**src/rtl/core/mbg_pkg.sv**
```systemverilog
// Shared types, codes and constants of the maze backtracker generator.
package mbg_pkg;

  localparam int unsigned MAX_DIM_DEF = 64;

  localparam int unsigned COORD_W   = 6;
  localparam int unsigned DIM_REG_W = 7;
  localparam int unsigned SEED_W    = 16;
  localparam int unsigned OP_W      = 2;
  localparam int unsigned CFG_IDX_W = 2;
  localparam int unsigned CFG_DAT_W = 16;
  localparam int unsigned IN_DAT_W  = 16;
  localparam int unsigned OUT_DAT_W = 16;

  localparam logic [DIM_REG_W-1:0] GRID_WIDTH_RST  = 7'd21;
  localparam logic [DIM_REG_W-1:0] GRID_HEIGHT_RST = 7'd21;
  localparam logic [SEED_W-1:0]    RNG_SEED_RST    = 16'd44257;
  localparam logic [SEED_W-1:0]    LFSR_TAPS       = 16'hB400;

  localparam logic [CFG_IDX_W-1:0] CFG_GRID_WIDTH  = 2'd0;
  localparam logic [CFG_IDX_W-1:0] CFG_GRID_HEIGHT = 2'd1;
  localparam logic [CFG_IDX_W-1:0] CFG_RNG_SEED    = 2'd2;

  localparam logic [OP_W-1:0] OP_RESTART = 2'd0;
  localparam logic [OP_W-1:0] OP_STEP    = 2'd1;
  localparam logic [OP_W-1:0] OP_READ    = 2'd2;
  localparam logic [OP_W-1:0] OP_NOP     = 2'd3;

  localparam logic [1:0] KIND_OPEN  = 2'd0;
  localparam logic [1:0] KIND_WALL  = 2'd1;
  localparam logic [1:0] KIND_START = 2'd2;

  localparam logic [1:0] DIR_RIGHT = 2'd0;
  localparam logic [1:0] DIR_DOWN  = 2'd1;
  localparam logic [1:0] DIR_LEFT  = 2'd2;
  localparam logic [1:0] DIR_UP    = 2'd3;

  localparam logic [3:0] DIRS_ALL = 4'hF;

  typedef struct packed {
    logic [1:0] kind;
    logic [3:0] dirs;
    logic       linked;
    logic [1:0] parent;
  } cell_t;

  typedef struct packed {
    logic cap_in;
    logic sweep_wr;
    logic start_walk;
    logic rd_cur;
    logic rd_tgt;
    logic rd_req;
    logic load_cur;
    logic draw;
    logic wr_tgt;
    logic wr_mid;
    logic wr_cur;
    logic wr_start;
    logic move_tgt;
    logic move_parent;
    logic set_done;
    logic val_wall;
    logic val_mem;
    logic out_load;
  } cmd_t;

  typedef struct packed {
    logic sweep_last;
    logic gen_done;
    logic rd_ok;
    logic dirs_zero;
    logic hit;
    logic tgt_ok;
    logic tgt_free;
    logic at_start;
    logic start_next;
    logic out_full;
  } sts_t;

endpackage

```
**src/rtl/core/mbg_ctrl.sv**
```systemverilog
// Controller state machine of the maze generator.
module mbg_ctrl (
  input  logic                       clk_i,
  input  logic                       rst_ni,
  input  logic                       in_valid_i,
  input  logic [mbg_pkg::OP_W-1:0]   in_op_i,
  output logic                       in_ready_o,
  input  mbg_pkg::sts_t              sts_i,
  input  logic                       m_ready_i,
  output mbg_pkg::cmd_t              cmd_o
);
  import mbg_pkg::*;

  localparam logic [3:0] S_IDLE     = 4'd0;
  localparam logic [3:0] S_SWEEP    = 4'd1;
  localparam logic [3:0] S_RD_ISSUE = 4'd2;
  localparam logic [3:0] S_RD_WAIT  = 4'd3;
  localparam logic [3:0] S_CUR_WAIT = 4'd4;
  localparam logic [3:0] S_DRAW     = 4'd5;
  localparam logic [3:0] S_TGT_RD   = 4'd6;
  localparam logic [3:0] S_TGT_WAIT = 4'd7;
  localparam logic [3:0] S_MID      = 4'd8;
  localparam logic [3:0] S_ADVANCE  = 4'd9;
  localparam logic [3:0] S_BACK     = 4'd10;
  localparam logic [3:0] S_START_WR = 4'd11;
  localparam logic [3:0] S_RESULT   = 4'd12;

  logic [3:0] state_q, state_d;

  always_ff @(posedge clk_i or negedge rst_ni) begin
    if (!rst_ni) begin
      state_q <= S_IDLE;
    end else begin
      state_q <= state_d;
    end
  end

  assign in_ready_o = state_q == S_IDLE;

  always_comb begin
    state_d = state_q;
    cmd_o   = '0;
    unique case (state_q)
      S_IDLE: begin
        if (in_valid_i) begin
          cmd_o.cap_in = 1'b1;
          unique case (in_op_i)
            OP_RESTART: state_d = S_SWEEP;
            OP_STEP: begin
              if (sts_i.gen_done) begin
                state_d = S_RESULT;
              end else begin
                cmd_o.rd_cur = 1'b1;
                state_d      = S_CUR_WAIT;
              end
            end
            OP_READ: state_d = S_RD_ISSUE;
            OP_NOP:  state_d = S_RESULT;
            default: state_d = S_RESULT;
          endcase
        end
      end
      S_SWEEP: begin
        cmd_o.sweep_wr = 1'b1;
        if (sts_i.sweep_last) begin
          cmd_o.start_walk = 1'b1;
          state_d          = S_RESULT;
        end
      end
      S_RD_ISSUE: begin
        if (sts_i.rd_ok) begin
          cmd_o.rd_req = 1'b1;
          state_d      = S_RD_WAIT;
        end else begin
          cmd_o.val_wall = 1'b1;
          state_d        = S_RESULT;
        end
      end
      S_RD_WAIT: begin
        cmd_o.val_mem = 1'b1;
        state_d       = S_RESULT;
      end
      S_CUR_WAIT: begin
        cmd_o.load_cur = 1'b1;
        state_d        = S_DRAW;
      end
      S_DRAW: begin
        if (sts_i.dirs_zero) begin
          state_d = S_BACK;
        end else begin
          cmd_o.draw = 1'b1;
          if (sts_i.hit && sts_i.tgt_ok) begin
            state_d = S_TGT_RD;
          end
        end
      end
      S_TGT_RD: begin
        cmd_o.rd_tgt = 1'b1;
        state_d      = S_TGT_WAIT;
      end
      S_TGT_WAIT: begin
        if (sts_i.tgt_free) begin
          cmd_o.wr_tgt = 1'b1;
          state_d      = S_MID;
        end else begin
          state_d = S_DRAW;
        end
      end
      S_MID: begin
        cmd_o.wr_mid = 1'b1;
        state_d      = S_ADVANCE;
      end
      S_ADVANCE: begin
        cmd_o.wr_cur   = 1'b1;
        cmd_o.move_tgt = 1'b1;
        state_d        = S_RESULT;
      end
      S_BACK: begin
        cmd_o.wr_cur      = 1'b1;
        cmd_o.move_parent = !sts_i.at_start;
        state_d           = sts_i.start_next ? S_START_WR : S_RESULT;
      end
      S_START_WR: begin
        cmd_o.wr_start = 1'b1;
        cmd_o.set_done = 1'b1;
        state_d        = S_RESULT;
      end
      S_RESULT: begin
        if (!sts_i.out_full || m_ready_i) begin
          cmd_o.out_load = 1'b1;
          state_d        = S_IDLE;
        end
      end
      default: state_d = S_IDLE;
    endcase
  end

endmodule
```
**config.mk**
```make
export PLATFORM = sky130hd
export DESIGN_NAME = mbg_ctrl
export DESIGN_NICKNAME = d
export VERILOG_FILES = /design/src/rtl/core/mbg_pkg.sv /design/src/rtl/core/mbg_ctrl.sv
export SDC_FILE = /design/constraint.sdc
export NUM_CORES = 1
export LEC_CHECK = 0
export BUFFER_PORTS_ARGS = -buffer_cell sky130_fd_sc_hd__buf_2
export CAP_MARGIN = 20
export CORE_MARGIN = 1
export CORE_UTILIZATION = 40
export DETAILED_ROUTE_END_ITERATION = 6
export GPL_TIMING_DRIVEN = 0
export PLACE_DENSITY = 0.76
export REMOVE_ABC_BUFFERS = 1
export SLEW_MARGIN = 10
export SYNTH_ARGS = -nofsm -noshare
export SYNTH_HDL_FRONTEND = slang
export SYNTH_SLANG_ARGS = --single-unit
export TNS_END_PERCENT = 30
```
**constraint.sdc**
```tcl
create_clock -name clk_i -period 3.9 [get_ports clk_i]
set_input_delay 1.17 -clock clk_i [delete_from_list [all_inputs] [get_ports clk_i]]
set_output_delay 1.17 -clock clk_i [all_outputs]
set_load 0.05 [all_outputs]
```
==> flow_summary.ini <==
[timing]
worstMarginPinSlew_ps = 525
tns_ps = 0
fin_crit_sh_pct = 81.6
rsz0062_at_grt = no
hold_viol_final = 0
finalSetupViolCount = 0
finClkSkew_ps = 4.76
fin_crit_ps = 3180
holdWs_ps = 725
timing.fmax_mhz = 314
max-slew-margin-rel_pct = 65.0
final_max_slew_viol_count = 0

[worst_setup_path]
crit_family = simple AND/OR/NAND/NOR gates
critical_path_class = reg -> out
cp-end-kind = output port
setup.worst_path.start_class = flop
crit_slowest_cell = or4_4
cpPeakStageDelay_ps = 610
critPathBufInv = 2
ff2ff_path_depth = 4
rrSetupSlack_ps = 2240
path_depth = 5
worstPathMaxFanout = 17
crit_chain = or4_4, inv_1, and2_1, and3_1, buf_2
cp.arrival_ps = 2010
critical_path_required_ps = 2730

[drt]
drt_wl_total_mm = 1.50
drc = 0
viasPerCell = 5.72
ant_nets = 0
vias = 698
avgRoutedWirePerCell_um = 12.3
dr.first_iter.drc_count = 28
drt-pass1-iter-count = 5

[logic_synthesis]
netlist_area_um2 = 546
postSynthAreaPerCell_um2 = 7.08
synthAdderAreaFrac_pct = 0
synth-xor-area-share_pct = 0
synth_cell_types = 33
synth_compound_area_share_pct = 25.2
synth_top_family_by_area = simple AND/OR/NAND/NOR gates
ys_warn_count = 0
yosysSeqAreaShare_pct = 18.3
yosys.area_share.simple_pct = 43.1
synth_top_area_cell = dfrtp_1
yosysTopAreaCellShare_pct = 18.3
synthMuxAreaShare_pct = 5.73
yosys-top-cells-area = dfrtp_1 (18%), nand2b_1 (8.0%), nor2_1 (7.6%)
synth_seq_cells = 4
synth_cells = 77

[global_routing]
grt_first_pass_wirelength_mm = 2.30
grt_max_degree = 18
antenna_found_initial = 0
grt-ovfl-total = 0
track_usage_pct = 22.8
grt_pass1_vias = 560

[pwr]
leakage_nw = 0.365
powerDensity_nw_per_um2 = 782
vdd_ir_drop_max_mv = 0.355
power_mw = 0.564

[clocking]
clock_latency_ps = 240
cts_max_level = 1
cts_tree = yes
cts-root-buf = clkbuf_4
post_cts_resized = 0
numCtsBuffers = 3
path_clk_slew_ps = 40
post_cts_buffers = 0
cts_buffer_depth = 2
cts_hold_buf = 0
cts_sinks = 4

[final_layout]
top_regs = state_q x4
largest_reg_flops = 4
diodes = 0
stdcell_count = 122
areaGrowthSynthToFinish_pct = 32.3
top_register = state_q
final_nets = 126
drive_gt1_share_pct = 39.8

[place]
numPortBuffers = 34
gp_congestion = 0.875
dp_hpwl_mm = 1.04
dp.cells = 119

[status]
status = completed

[flow_run]
max-cap-violations = 0

[floorplan]
die_height_um = 38.9
rows = 12
die_area_um2 = 1520
initial_utilization_pct = 46.0
die_w_um = 38.9
io_pins = 35
coreArea_um2 = 1190

[worst_hold_path]
hp-class = in -> async
routing by layer:
metal  up-vias  global-route usage [%]  wire length, um
li1        346                       -                -
met1       312                    26.2              638
met2        35                    37.9              725
met3         5                    3.47              101
met4         0                    15.5               36
met5         -                       0                0
synthesized netlist by cell type:
cell / number
mux2i_1: 2
o211ai_1: 1
buf_4: 2
a22oi_1: 1
a22oi_2: 1
a21oi_1: 5
o32ai_2: 1
a211oi_1: 1
a21bo_2: 1
nor2_1: 11
o21ai_1: 1
nor4_1: 1
nor4bb_1: 1
o21ai_0: 3
nor4b_1: 1
nand2_1: 5
a221o_1: 1
and3_1: 1
inv_1: 2
nand2b_1: 7
mux2_2: 1
and4bb_2: 1
nand3_1: 3
dfrtp_1: 4
o22ai_1: 1
a31oi_1: 1
nor2b_1: 3
and2_1: 2
buf_2: 3
nor3_1: 6
or4_4: 1
clkbuf_1: 1
a2bb2oi_1: 1
worst paths after layout:
kind | start | endpoint
worst max-delay path | state_q[1] | cmd_o[14]
worst max register to register | state_q[1] | state_q[0]
max in group asynchronous | rst_ni | state_q[3]
worst min register to register | state_q[2] | state_q[1]
worst min-delay path | rst_ni | state_q[0]
min in group clk_i | state_q[2] | state_q[1]
layout make-up:
class,count,area (um2)
Inverter,2,7.51
Clock buffer,3,22.5
Sequential cell,4,100
Fill cell,119,464
Multi-Input combinational cell,65,404
Tap cell,14,17.5
Timing Repair Buffer,34,170
cell usage in the layout (no fill, tap or decap), types with 3 or more instances in the layout:
cell type,count
buf_2,34
nor2_1,11
nand2b_1,7
nor3_1,6
nand2_1,5
a21oi_1,5
dfrtp_1,4
nand3_1,3
nor2b_1,3
o21ai_0,3
clkbuf_4,3
worst reg2reg max path, stage by stage, from the launching register on:
cell     delay, ps
dfrtp_1        560
or4_4          610
o32ai_2        220
a21oi_1         70
o21ai_1        120
kinds of logic after synthesis:
family / Yosys count
and+or+nand+nor: 43
AOI/OAI and AO/OA: 19
buffers and inverters: 8
DFF: 4
muxes: 3
through the flow:
step	worst slack, ps	instance area (um2)	utilization (%)
floorplan	-29.1	512	-
finish	717	722	60.9
global placement	907	699	59.0
CTS	718	722	60.9
detailed placement	891	699	59.0
global route	610	722	60.9
report_power, final:
part           internal (mW)  total [mW]  leakage, nW  switching [mW]
clock network         0.0344      0.0519       0.0138          0.0174
registers             0.0596       0.131       0.0503          0.0713
logic                  0.131       0.382        0.301           0.251
total                  0.225       0.564        0.365           0.340
Note: power is estimated with default switching activity, not from simulation.
